`src/design/ssp_pkg.sv`:
```
// Package for the seekable stream prefetch FIFO.
// Holds sizes, action and status codes, and the command type passed front to back.
// No dependencies.
`default_nettype none

package ssp_pkg;

  // Ring buffer geometry
  localparam int unsigned DEPTH = 262144;
  localparam int unsigned PTR_W = $clog2(DEPTH);
  localparam int unsigned CNT_W = $clog2(DEPTH + 1);

  // Field widths
  localparam int unsigned POS_W = 48;
  localparam int unsigned THR_W = 19;
  localparam int unsigned TGT_W = POS_W + 2;

  // Refill threshold after reset
  localparam logic [THR_W-1:0] REFILL_THR_RST = THR_W'(204799);

  // Command queue between front and back
  localparam int unsigned QUEUE_DEPTH = 2;
  localparam int unsigned QPTR_W      = $clog2(QUEUE_DEPTH);
  localparam int unsigned QCNT_W      = $clog2(QUEUE_DEPTH + 1);

  // Action codes on the input
  localparam logic [2:0] ACT_WRITE   = 3'd0;
  localparam logic [2:0] ACT_READ    = 3'd1;
  localparam logic [2:0] ACT_SEEK    = 3'd2;
  localparam logic [2:0] ACT_SET_EOF = 3'd3;
  localparam logic [2:0] ACT_CLEAR   = 3'd4;

  // Seek modes
  localparam logic [1:0] SM_START   = 2'd0;
  localparam logic [1:0] SM_CURRENT = 2'd1;
  localparam logic [1:0] SM_END     = 2'd2;

  // Configuration register indexes
  localparam logic CFG_FILE_SIZE = 1'b0;
  localparam logic CFG_THRESHOLD = 1'b1;

  typedef enum logic [2:0] {
    OP_WRITE,
    OP_READ,
    OP_SEEK,
    OP_SET_EOF,
    OP_CLEAR,
    OP_NOP
  } op_e;

  // Base operand of the seek target adder
  typedef enum logic [1:0] {
    BASE_ZERO,
    BASE_POS,
    BASE_SIZE
  } base_e;

  typedef enum logic [2:0] {
    ST_OK     = 3'd0,
    ST_FULL   = 3'd1,
    ST_EMPTY  = 3'd2,
    ST_AT_EOF = 3'd3,
    ST_REJECT = 3'd4
  } status_e;

  typedef enum logic {
    BK_EXEC,
    BK_RDATA
  } bk_state_e;

  // Classified command
  typedef struct packed {
    op_e              op;
    logic [7:0]       data;
    logic             last;
    logic             eof_val;
    base_e            base;
    logic             reject;
    logic [TGT_W-1:0] addend;
  } cmd_t;

endpackage

`default_nettype wire

```
`src/design/ssp_front.sv`:
```
// Front end: decodes an input beat into a classified command for the queue.
// Depends on ssp_pkg.
`default_nettype none

module ssp_front import ssp_pkg::*; (
  input  wire logic              in_valid_i,
  output      logic              in_ready_o,
  input  wire logic [2:0]        action_i,
  input  wire logic [7:0]        data_byte_i,
  input  wire logic              last_byte_i,
  input  wire logic [1:0]        seek_mode_i,
  input  wire logic [POS_W-1:0]  seek_offset_i,
  input  wire logic              eof_value_i,
  output      logic              cmd_valid_o,
  input  wire logic              cmd_ready_i,
  output      cmd_t              cmd_o
);

  logic [TGT_W-1:0] off_ext;

  // Hand the beat straight to the queue
  assign cmd_valid_o = in_valid_i;
  assign in_ready_o  = cmd_ready_i;

  assign off_ext = {{(TGT_W - POS_W){seek_offset_i[POS_W-1]}}, seek_offset_i};

  // Classify action and prepare the seek adder operands
  always_comb begin
    cmd_o         = '0;
    cmd_o.data    = data_byte_i;
    cmd_o.last    = last_byte_i;
    cmd_o.eof_val = eof_value_i;
    cmd_o.base    = BASE_ZERO;
    cmd_o.reject  = 1'b0;
    cmd_o.addend  = off_ext;

    unique case (action_i)
      ACT_WRITE:   cmd_o.op = OP_WRITE;
      ACT_READ:    cmd_o.op = OP_READ;
      ACT_SEEK:    cmd_o.op = OP_SEEK;
      ACT_SET_EOF: cmd_o.op = OP_SET_EOF;
      ACT_CLEAR:   cmd_o.op = OP_CLEAR;
      default:     cmd_o.op = OP_NOP;
    endcase

    // From end: size - off - 1 is size + ~off
    unique case (seek_mode_i)
      SM_START:   cmd_o.base = BASE_ZERO;
      SM_CURRENT: cmd_o.base = BASE_POS;
      SM_END: begin
        cmd_o.base   = BASE_SIZE;
        cmd_o.addend = ~off_ext;
      end
      default:    cmd_o.reject = 1'b1;
    endcase
  end

endmodule

`default_nettype wire

```
`config.mk`:
```
export PLATFORM = sky130hd
export DESIGN_NAME = ssp_front
export DESIGN_NICKNAME = d
export VERILOG_FILES = /design/src/design/ssp_pkg.sv /design/src/design/ssp_front.sv
export SDC_FILE = /design/constraint.sdc
export NUM_CORES = 1
export LEC_CHECK = 0
export ABC_AREA = 1
export BUFFER_PORTS_ARGS = -buffer_cell sky130_fd_sc_hd__buf_2
export CORE_MARGIN = 3
export CORE_UTILIZATION = 34
export DETAILED_ROUTE_END_ITERATION = 8
export PLACE_DENSITY = 0.86
export SYNTH_ARGS = -nofsm -noshare
export SYNTH_HDL_FRONTEND = slang
export SYNTH_SLANG_ARGS = --single-unit
```
`constraint.sdc`:
```
create_clock -name vclk -period 1.5
set_input_delay 0.375 -clock vclk [all_inputs]
set_output_delay 0.375 -clock vclk [all_outputs]
set_load 0.01 [all_outputs]
```
==> results by group <==
Run status
  • Status: completed

Global route
  • Number of global-route vias before repair: ~1,100
  • Largest net degree at the start of global routing: 29
  • Initial antenna violation count: 0
  • First-pass GRT wire length: 4370 um
  • Total Routing Usage GR: 0.141
  • Remaining global-route overflow: 0

Detailed routing
  • Total number of vias: 1,589
  • Residual DRC: 0
  • ANT nets after route: 0
  • Iter 0 DRT Violations: 67
  • Vias/cell: 4.50
  • Detailed Routing Iterations Pass 1: 4
  • Final WL: 3420 um
  • Wire per inst: 9.68 um

Final layout
  • Layout cells sized above 1: 0.385
  • Clock buffer count: 0
  • FF+latch area: 0 um^2
  • Num sequential: 0
  • Nets: 389
  • Layout Area Growth over Synthesis: 63.3%
  • Filler cells: 261
  • Multi-input gate area: 642 um^2
  • Diodes inserted: 0
  • Final Cell Area: 1680 um^2

Placement
  • DP Area: 1500 um^2
  • GPL Wtd Cong: 0.751
  • Post-DP HPWL: 2430 um
  • Port Buf Inserts: 109

Worst setup path
  • CP Capture Type: output pin
  • Crit-path most repeated cell: nand2_1
  • Crit-path max cell delay: 0.18 ns
  • Critical path type: input pin to output pin
  • Crit path from: seek_mode_i[1]
  • Startpoint types: input pin
  • Critical path buffers and inverters: 3
  • Delay-heaviest family, CP: buffers and inverters
  • Crit path DAT: 1.07 ns
  • Worst EP required: 1.12 ns
  • Slowest CP cell: clkbuf_16
  • Crit-path max FO: 8
  • Crit-path cells: clkbuf_4, nand2_8, clkbuf_16, nand2_1, nand2_1, buf_2

STA
  • Final Max Tran Viols: 0
  • Peak Freq: 0.691 GHz
  • WHS: 0.750 ns
  • RSZ-0062 raised after global routing: no
  • Slew margin rel.: 0.903
  • Post-layout min period: 1.45 ns
  • Setup-failing EPs final: 0
  • Final hold violations: 0
  • Fin crit share: 0.965
  • Slew @ Worst Pin: 0.145 ns

Synth
  • Top cells by area, synth: nand2_1 35%, nand3_1 23%, inv_1 19%
  • Cells after Synth: roughly 230
  • Most common cell in the synthesized netlist: nand2_1
  • Top cell type's share of synthesized area: 0.355
  • Mean Syn Cell Area: around 4.4 um^2
  • Area leader, netlist: nand2_1
  • Seq/Total Area, Yosys: 0
  • Top cells by count, synth: 97 x nand2_1, 51 x inv_1, 48 x nand3_1
  • Synth cell types: 11
  • Warnings, synthesis: 0
  • Synthesized net count: 297
  • Area of the mapped netlist: 1030 um^2

Floorplanning
  • Core area: 2810 um^2
  • Die area: 3710 um^2
  • Die X-Extent: roughly 61 um
  • Die Height: 60.9 um
  • Io pins: 133
  • Initial core utilization: 0.366
  • Cell row count: 19

Hold path
  • Min-delay src: cmd_ready_i
  • Min-Delay Path Class: input pin to output pin

Pwr
  • Peak VDD IR: 0.159 mV
  • Power per cell area: 319 nW/um^2
  • LEAKAGE: 1.27 nW

Clocking
  • Hold-fix buffers, CTS: 0

Job
  • Maximum Capacitance Violations: 0
==> cells in the final DEF, fill, tap and decap left out <==
master | synthesis | final
clkbuf_16 | 0 | 4
clkbuf_4 | 0 | 1
buf_8 | 0 | 1
buf_2 | 11 | 107
a21o_1 | 1 | 1
nand3_1 | 48 | 48
buf_12 | 0 | 5
nand2_8 | 0 | 1
nand2_2 | 1 | 1
nor2_1 | 2 | 2
inv_8 | 0 | 1
nand2_1 | 97 | 96
buf_6 | 2 | 3
inv_1 | 51 | 51
==> kinds of logic (layout without fill, tap and decap cells) <==
family	Yosys count	count (layout)	share of synthesized area
simple gates	148	148	0.602
buf+inv	83	173	0.390
compound gates	1	1	0.00732
==> per-layer routing <==
metal / vias to the layer above / routed length [um] / GRT usage
met1: 668 / 1420 / 0.167
li1: 844 / - / -
met4: 0 / 13 / 0.0124
met2: 73 / 1730 / 0.289
met5: - / 0 / 0
met3: 4 / 257 / 0
==> per-stage QoR <==
stage	total power [mW]	util	TNS (ns)	setup WS, ns	cells
finish	0.534	0.597	0	0.0531	353
global route	0.599	0.597	0	0.00920	353
CTS	0.484	0.536	0	0.0276	347
detailed placement	0.481	0.535	-0.0134	-0.00540	347
global placement	0.473	0.535	0	0.00342	347
floorplan	0.299	-	0	0.0899	232
==> final timing paths <==
kind | to | slack, ns | cells past startpoint
setup / recovery | cmd_o[12] | 0.05 | 6
hold / removal | in_ready_o | 0.75 | 0
==> area by class of cell <==
cell class / instances / share of cell area
repair buffers: 121 / 0.473
well taps: 31 / 0.0232
inverters: 52 / 0.121
multi-input cells: 149 / 0.383
==> power breakdown <==
group | switching (mW) | total (mW) | internal [mW]
logic | 0.280 | 0.534 | 0.253
clock network | 0 | 0 | 0
registers | 0 | 0 | 0
==> what timing repair did <==
action | in CTS | in global routing
gates cloned | 0 | 6
setup endpoints to repair | 3 | 25
buffers inserted | 0 | 0
pin swaps | 0 | 2
resized for setup | 1 | 13
No activity file was read; power rests on OpenSTA's default activity.
