## src/design/ssp_pkg.sv

```systemverilog
// Package for the seekable stream prefetch FIFO.
// Holds sizes, action and status codes, and the command type passed front to back.
// No dependencies.
`default_nettype none

package ssp_pkg;

  // Ring buffer geometry
  localparam int unsigned DEPTH = 262144;
  localparam int unsigned PTR_W = $clog2(DEPTH);
  localparam int unsigned CNT_W = $clog2(DEPTH + 1);

  // Field widths
  localparam int unsigned POS_W = 48;
  localparam int unsigned THR_W = 19;
  localparam int unsigned TGT_W = POS_W + 2;

  // Refill threshold after reset
  localparam logic [THR_W-1:0] REFILL_THR_RST = THR_W'(204799);

  // Command queue between front and back
  localparam int unsigned QUEUE_DEPTH = 2;
  localparam int unsigned QPTR_W      = $clog2(QUEUE_DEPTH);
  localparam int unsigned QCNT_W      = $clog2(QUEUE_DEPTH + 1);

  // Action codes on the input
  localparam logic [2:0] ACT_WRITE   = 3'd0;
  localparam logic [2:0] ACT_READ    = 3'd1;
  localparam logic [2:0] ACT_SEEK    = 3'd2;
  localparam logic [2:0] ACT_SET_EOF = 3'd3;
  localparam logic [2:0] ACT_CLEAR   = 3'd4;

  // Seek modes
  localparam logic [1:0] SM_START   = 2'd0;
  localparam logic [1:0] SM_CURRENT = 2'd1;
  localparam logic [1:0] SM_END     = 2'd2;

  // Configuration register indexes
  localparam logic CFG_FILE_SIZE = 1'b0;
  localparam logic CFG_THRESHOLD = 1'b1;

  typedef enum logic [2:0] {
    OP_WRITE,
    OP_READ,
    OP_SEEK,
    OP_SET_EOF,
    OP_CLEAR,
    OP_NOP
  } op_e;

  // Base operand of the seek target adder
  typedef enum logic [1:0] {
    BASE_ZERO,
    BASE_POS,
    BASE_SIZE
  } base_e;

  typedef enum logic [2:0] {
    ST_OK     = 3'd0,
    ST_FULL   = 3'd1,
    ST_EMPTY  = 3'd2,
    ST_AT_EOF = 3'd3,
    ST_REJECT = 3'd4
  } status_e;

  typedef enum logic {
    BK_EXEC,
    BK_RDATA
  } bk_state_e;

  // Classified command
  typedef struct packed {
    op_e              op;
    logic [7:0]       data;
    logic             last;
    logic             eof_val;
    base_e            base;
    logic             reject;
    logic [TGT_W-1:0] addend;
  } cmd_t;

endpackage

`default_nettype wire

```

## src/design/ssp_cmd_queue.sv

```systemverilog
// Short command queue that decouples the front end from the back end.
// Depends on ssp_pkg.
`default_nettype none

module ssp_cmd_queue import ssp_pkg::*; (
  input  wire logic clk_i,
  input  wire logic rst_ni,
  input  wire logic push_valid_i,
  output      logic push_ready_o,
  input  wire cmd_t push_cmd_i,
  output      logic pop_valid_o,
  input  wire logic pop_ready_i,
  output      cmd_t pop_cmd_o
);

  cmd_t              entry_q [QUEUE_DEPTH];
  logic [QPTR_W-1:0] wptr_q, wptr_d;
  logic [QPTR_W-1:0] rptr_q, rptr_d;
  logic [QCNT_W-1:0] cnt_q, cnt_d;
  logic              push, pop;

  assign push_ready_o = cnt_q != QCNT_W'(QUEUE_DEPTH);
  assign pop_valid_o  = cnt_q != '0;
  assign pop_cmd_o    = entry_q[rptr_q];
  assign push         = push_valid_i && push_ready_o;
  assign pop          = pop_valid_o && pop_ready_i;

  // Advance pointers and count
  always_comb begin
    wptr_d = wptr_q;
    rptr_d = rptr_q;
    cnt_d  = cnt_q;
    if (push) begin
      wptr_d = (wptr_q == QPTR_W'(QUEUE_DEPTH - 1)) ? '0 : wptr_q + 1'b1;
    end
    if (pop) begin
      rptr_d = (rptr_q == QPTR_W'(QUEUE_DEPTH - 1)) ? '0 : rptr_q + 1'b1;
    end
    if (push && !pop) begin
      cnt_d = cnt_q + 1'b1;
    end else if (pop && !push) begin
      cnt_d = cnt_q - 1'b1;
    end
  end

  always_ff @(posedge clk_i or negedge rst_ni) begin
    if (!rst_ni) begin
      wptr_q <= '0;
      rptr_q <= '0;
      cnt_q  <= '0;
    end else begin
      wptr_q <= wptr_d;
      rptr_q <= rptr_d;
      cnt_q  <= cnt_d;
    end
  end

  // Store the beat
  always_ff @(posedge clk_i) begin
    if (push) begin
      entry_q[wptr_q] <= push_cmd_i;
    end
  end

endmodule

`default_nettype wire

```

## config.mk

```make
export PLATFORM = sky130hd
export DESIGN_NAME = ssp_cmd_queue
export DESIGN_NICKNAME = d
export VERILOG_FILES = /design/src/design/ssp_pkg.sv /design/src/design/ssp_cmd_queue.sv
export SDC_FILE = /design/constraint.sdc
export NUM_CORES = 1
export LEC_CHECK = 0
export BUFFER_PORTS_ARGS = -buffer_cell sky130_fd_sc_hd__buf_2
export CORE_UTILIZATION = 47
export DETAILED_ROUTE_END_ITERATION = 10
export GPL_ROUTABILITY_DRIVEN = 0
export PLACE_DENSITY = 0.86
export REMOVE_ABC_BUFFERS = 1
export SLEW_MARGIN = 25
export SYNTH_ARGS = -nofsm -noshare
export SYNTH_HDL_FRONTEND = slang
export SYNTH_SLANG_ARGS = --single-unit
```

## constraint.sdc

```tcl
create_clock -name clk_i -period 3.7 [get_ports clk_i]
set_input_delay 0.185 -clock clk_i [delete_from_list [all_inputs] [get_ports clk_i]]
set_output_delay 0.185 -clock clk_i [all_outputs]
set_load 0.05 [all_outputs]
```

==> reports/qor.txt, run 1 <==
outcome = finished, final reports clean
worst setup path class = reg2out
leakage power = 2.840 nW
Root Driver = clkbuf_8
initial antenna violation count = 0
total power = 6.476 mW
Post CTS Setup Buffer Count = 0
max cap viols = 0
Slew Limit Fails = 0
Synth warnings = 0
worst min path class = in2reg
VDD IR max = 0.8318 mV
Tmin final = 2.390 ns
Final #Nets = 515
CP startpoint = rptr_q$_DFFE_PN0P_
final wirelength = 9310 um
Clock transition at path regs = 0.06 ns
Synth Flop Type = edfxtp_1
EDFF count, synth = 132
largest area contributor in the netlist = edfxtp_1
flop and latch count out of synthesis = 136
final setup vio count = 0
crit path capture type = output port
relative slew slack = 38.42%
Avg Inst Size Synth = 22.73 um2
Synth Cell Area = 5070 um2
most common cell in the netlist = edfxtp_1
Area Growth Syn to Fin = 42.40%
CP max FO = 34
CTS Sinks = 136
f_max = 418.4 MHz
DR iter-0 viols = 113
residual DRC count = 0
first-pass GRT wire length = 14480 um
library cells used by synthesis = 16
RSZ-0062 raised after global routing = false
DIE WIDTH = 105.9 um
startpoint class of the critical path = flip-flop
Filler cells = 673
CTS Buf Count = 17
GR Util All Layers = 17.47%
number of global-route vias before repair = 3039
top cells by count, synth = edfxtp_1, mux2_2, mux2_4, dfrtp_1
layout cells sized above 1 = 52.30%
ant diodes = 0
reg2reg start = cnt_q[0]$_DFFE_PN0P_
Ports = 138
Seq/Total Area, Yosys = 80.16%
ranking of synthesized cells by area = edfxtp_1, mux2_4, mux2_2
CTS tree = built
count of input and output buffers = 137
GRT Residual Overflow = 0
router iterations before antenna repair = 4
area occupied by multi-input gates = 958.4 um2
Initial Util = 48.89%
Syn Inst Count = 223
final core utilization = 69.62%
min-delay src = push_valid_i
register area = 4068 um2
Wirelength per Cell = 15.70 um
clock latency on the worst-skew pair = 0.50 ns
Pwr Density = 897.1 nW/um2
Clock Skews = 0.004155 ns
DPL Wire Length = 5219 um
Via density = 4.794
H-tree lvl count = 4
Hold Vio Cnt, Final = 0
top-area cell type share of the netlist area = 78.18%
final period utilization = 64.60%
die area = 11210 um2
Routed Antenna Nets = 0
Hold Buf Count CTS = 69
CTS Buffer Depth = 2
vias = 2843
die span in y = 105.9 um
Worst-Margin Slew = 0.9238 ns
core area = 10370 um2
post-CTS sizing = 0
crit path DAT = 2.21 ns
row cnt = 37
largest net degree at the start of global routing = 68
Data required, critical path = 3.51 ns
Async S/R FF share, synth = 2.941%
-- state kept, by name, summed over array words and instances (netlist names) --
signal and count:
entry_q 132, rptr_q 1, wptr_q 1, cnt_q 2
-- routing by layer --
metal	up-vias	global-route usage (%)	wire [um]
met5	-	0	0
met4	0	8.730	137
met3	14	4.700	468
met2	99	31.42	5125
met1	1402	18.86	3579
li1	1328	-	-
-- worst max-delay path, cell delays in order (launching register included) --
cell and delay (ns):
dfrtp_4 0.77, buf_12 0.31, mux2_2 0.38, buf_2 0.21
-- layout make-up --
type	count	area share [%]
clock buffer	18	5.789
clock inverter	14	2.184
inverter	1	0.05199
multi-input combinational	79	13.28
sequential	136	56.34
tap	136	2.357
timing repair buffer	209	20.00
-- placed cells by master, fill, tap and decap left out, drive strengths merged, types with 2 or more instances in the layout --
cell	instances
dlygate4sd3	69
clkinvlp	3
xnor2	3
nand2	2
bufinv	3
buf	140
clkinv	8
dfrtp	4
clkbuf	18
xor2	2
nor2	2
mux2	66
edfxtp	132
-- where the power goes --
part | switching [mW] | internal [mW]
Clock | 0.582 | 1.02
Sequential | 0.176 | 2.11
Combinational | 1.77 | 0.823
-- metrics by stage --
stage	std cells	cell area, um2	setup TNS [ns]	hold slack, ns	worst slack, ns
detailed placement	490	5906	0	-0.002401	1.513
global route	593	7219	0	0.05287	1.213
global placement	490	5906	0	-0.006802	1.575
CTS	591	7172	0	0.02920	1.174
finish	593	7219	0	0.06160	1.310
floorplan	216	5014	-40.91	-0.1106	-0.6198
-- cells by family after synthesis --
family	Yosys count	share of synthesized area, %
XOR/XNOR	5	0.8639
adder cells (fa/ha/maj)	1	0.2468
buffers and inverters	8	1.184
flip-flops	136	80.16
multiplexers	66	16.88
AND/OR/NAND/NOR	7	0.6667
-- worst paths after layout --
check / to / slack (ns) / cells past startpoint
max: pop_cmd_o[41] / 1.31 / 3
min: wptr_q$_DFFE_PN0P_ / 0.06 / 3
max reg2reg: entry_q[1][23]$_DFFE_PP_ / 1.89 / 2
min reg2reg: cnt_q[1]$_DFFE_PN0P_ / 0.53 / 1
max in group asynchronous: rptr_q$_DFFE_PN0P_ / 2.90 / 3
min in group asynchronous: cnt_q[0]$_DFFE_PN0P_ / 0.59 / 3
Power figures use the tool's default switching activity.
==> run 2, diff against run 1 <==
Settings changed: ABC_AREA set to 1, CORE_UTILIZATION 47 to 50, PLACE_DENSITY 0.86 to 0.87.
Clock period 3.7 ns to 2.35 ns, I/O delays scaled along.
==> reports/qor.txt, run 2 <==
vias = 3510
Root Driver = clkbuf_8
Filler cells = 608
count of input and output buffers = 137
largest area contributor in the netlist = edfxtp_1
crit path DAT = 2.05 ns
Worst Path Buf+Inv = 3
startpoint class of the critical path = flip-flop
Seq/Total Area, Yosys = 80.70%
Final #Nets = 663
top-area cell type share of the netlist area = 78.71%
Syn Inst Count = 374
crit path capture type = output port
Clock Skews = 0.005035 ns
Synth Area in XOR/XNOR = 0.3478%
Synth Area in Adders = 0.2484%
min-delay src = push_valid_i
Post-Synth Simple-Gate Area = 15.98%
max cap viols = 0
worst setup path class = reg2out
CTS Buffer Depth = 2
CP max FO = 18
area occupied by multi-input gates = 849.6 um2
Synth warnings = 0
max FFs per register = 132
commonest non-fill, non-tap cell in the layout = nand2_1
initial antenna violation count = 0
f_max = 461.3 MHz
library cells used by synthesis = 14
non-filler instance count after layout = 738
die area = 10480 um2
die span in y = 102.4 um
final setup vio count = 0
relative slew slack = 68.13%
worst hold path depth = 3
hold path endpoint = wptr_q$_DFFE_PN0P_
final period utilization = 92.26%
layout cells sized above 1 = 29.75%
post-synthesis compound-gate area fraction = 0%
Routed Antenna Nets = 0
Data required, critical path = 2.23 ns
reg2reg start = cnt_q[0]$_DFFE_PN0P_
core area = 9774 um2
Largest regs = entry_q: 132 flops, cnt_q: 2 flops
Synth Cell Area = 5036 um2
RSZ-0062 raised after global routing = false
CTS Sinks = 136
Worst path most repeated cell = nand2_1
Slowest cell on crit path = dfrtp_4
Synth Flop Type = edfxtp_1
Critical Path, Cell by Cell = clkinv_2, buf_4, nand2_1, nand2_1, buf_2
row cnt = 36
EDFF count, synth = 132
final wirelength = 11250 um
top cells by count, synth = nand2_1, edfxtp_1, buf_2, inv_1, buf_6
multiplexer area fraction after synthesis = 0%
RR Endpoint = entry_q[1][47]$_DFFE_PP_
R2R cell count = 5
Clock transition at path regs = 0.06 ns
outcome = finished, final reports clean
Wirelength per Cell = 15.25 um
Tmin final = 2.168 ns
most frequent cells in the layout = nand2_1, buf_2, edfxtp_1
ranking of synthesized cells by area = edfxtp_1, nand2_1, dfrtp_1
Worst-Margin Slew = 0.4781 ns
Avg Inst Size Synth = 13.47 um2
DR iter-0 viols = 172
Slew Limit Fails = 0
Initial Util = 51.52%
Pwr Density = 1518 nW/um2
residual DRC count = 0
hold_ws = 0.08053 ns
GR Util All Layers = 22.14%
leakage power = 3.147 nW
clock latency on the worst-skew pair = 0.51 ns
GRT Residual Overflow = 0
number of global-route vias before repair = 3602
H-tree lvl count = 4
Via density = 4.756
most common cell in the netlist = nand2_1
worst min path class = in2reg
DPL Wire Length = 6028 um
Hold Vio Cnt, Final = 0
first-pass GRT wire length = 16500 um
VDD IR max = 1.067 mV
largest family of logic cells by synthesized area = simple AND/OR/NAND/NOR gates
CTS Buf Count = 17
Reg2Reg Setup Slack = 0.66 ns
router iterations before antenna repair = 4
Async S/R FF share, synth = 2.941%
largest net degree at the start of global routing = 67
register area = 4068 um2
placed cell count = 636
Area Growth Syn to Fin = 43.90%
ant diodes = 0
Reg with most FFs = entry_q
Ports = 138
crit-path max cell delay = 0.59 ns
CTS tree = built
flop and latch count out of synthesis = 136
CP top delay family = buffers and inverters
DIE WIDTH = 102.4 um
[run 2: cell count changes after synthesis, moves of 5 or more]
cell     delta
buf_2       +5
inv_1       +5
mux2_2     -36
mux2_4     -30
nand2_1   +206
[run 2: how the worst max path moves through the flow]
stage               slack [ns]  cells past startpoint            startpoint                      end
finish                    0.18                      5    rptr_q$_DFFE_PN0P_            pop_cmd_o[35]
global route              0.09                      5    rptr_q$_DFFE_PN0P_            pop_cmd_o[26]
detailed placement        0.54                      4    rptr_q$_DFFE_PN0P_            pop_cmd_o[60]
global placement          0.54                      4    rptr_q$_DFFE_PN0P_            pop_cmd_o[60]
CTS                       0.02                      5    rptr_q$_DFFE_PN0P_            pop_cmd_o[35]
floorplan                -1.92                      4  cnt_q[0]$_DFFE_PN0P_  entry_q[0][0]$_DFFE_PP_
[run 2: metal layers]
layer  global-route usage (%)  wire (um)
met2                    41.61       6242
met3                    6.088        465
met4                    10.44        157
met5                        0          0
met1                    22.60       4385
[run 2: kinds of logic (layout without fill, tap and decap cells)]
family,after synthesis,after routing
xor gates and xnor gates,2,2
adders and majority gates,1,1
buffers and inverters,22,253
DFF,136,136
and+or+nand+nor,213,213
[run 2: timing repair]
item | 4_1_cts | 5_1_grt
gates resized for setup | 1 | 1
buffers inserted | 0 | 1
hold buffers | 69 | 0
hold endpoints to repair | 137 | 0
setup endpoints to repair | 19 | 33
[run 2: layout make-up]
| cell class | instances | share of cell area, % |
|---|---|---|
| Sequential cell | 136 | 56.13 |
| Timing Repair Buffer | 214 | 20.27 |
| Multi-Input combinational cell | 216 | 11.72 |
| Clock buffer | 20 | 6.146 |
| Clock inverter | 12 | 3.056 |
| Tap cell | 133 | 2.296 |
| Inverter | 7 | 0.3798 |
[run 2: metrics by stage]
stage | TNS [ns] | area [um2] | setup WS (ns) | power (mW) | util, %
after floorplan | -265.78 | 4925 | -1.919 | 6.814 | -
after global placement | 0 | 5871 | 0.5414 | 7.837 | 60.06
after detailed placement | 0 | 5871 | 0.5396 | 7.928 | 60.06
after CTS | 0 | 7231 | 0.01804 | 11.00 | 73.98
after global routing | 0 | 7247 | 0.08839 | 11.46 | 74.14
final | 0 | 7247 | 0.1820 | 11.00 | 74.14
[run 2: where the power goes]
group / switching [mW] / internal [mW] / total [mW]
Sequential: 0.205 / 3.32 / 3.53
Combinational: 3.56 / 0.958 / 4.52
Clock: 0.959 / 1.99 / 2.95
[run 2: worst register-to-register path, cell delays in order, from the launching register on]
cell,delay [ns]
dfrtp_1,0.38
inv_1,0.09
nand2_1,0.08
nand2_1,0.19
nor2_4,0.15
buf_4,0.42
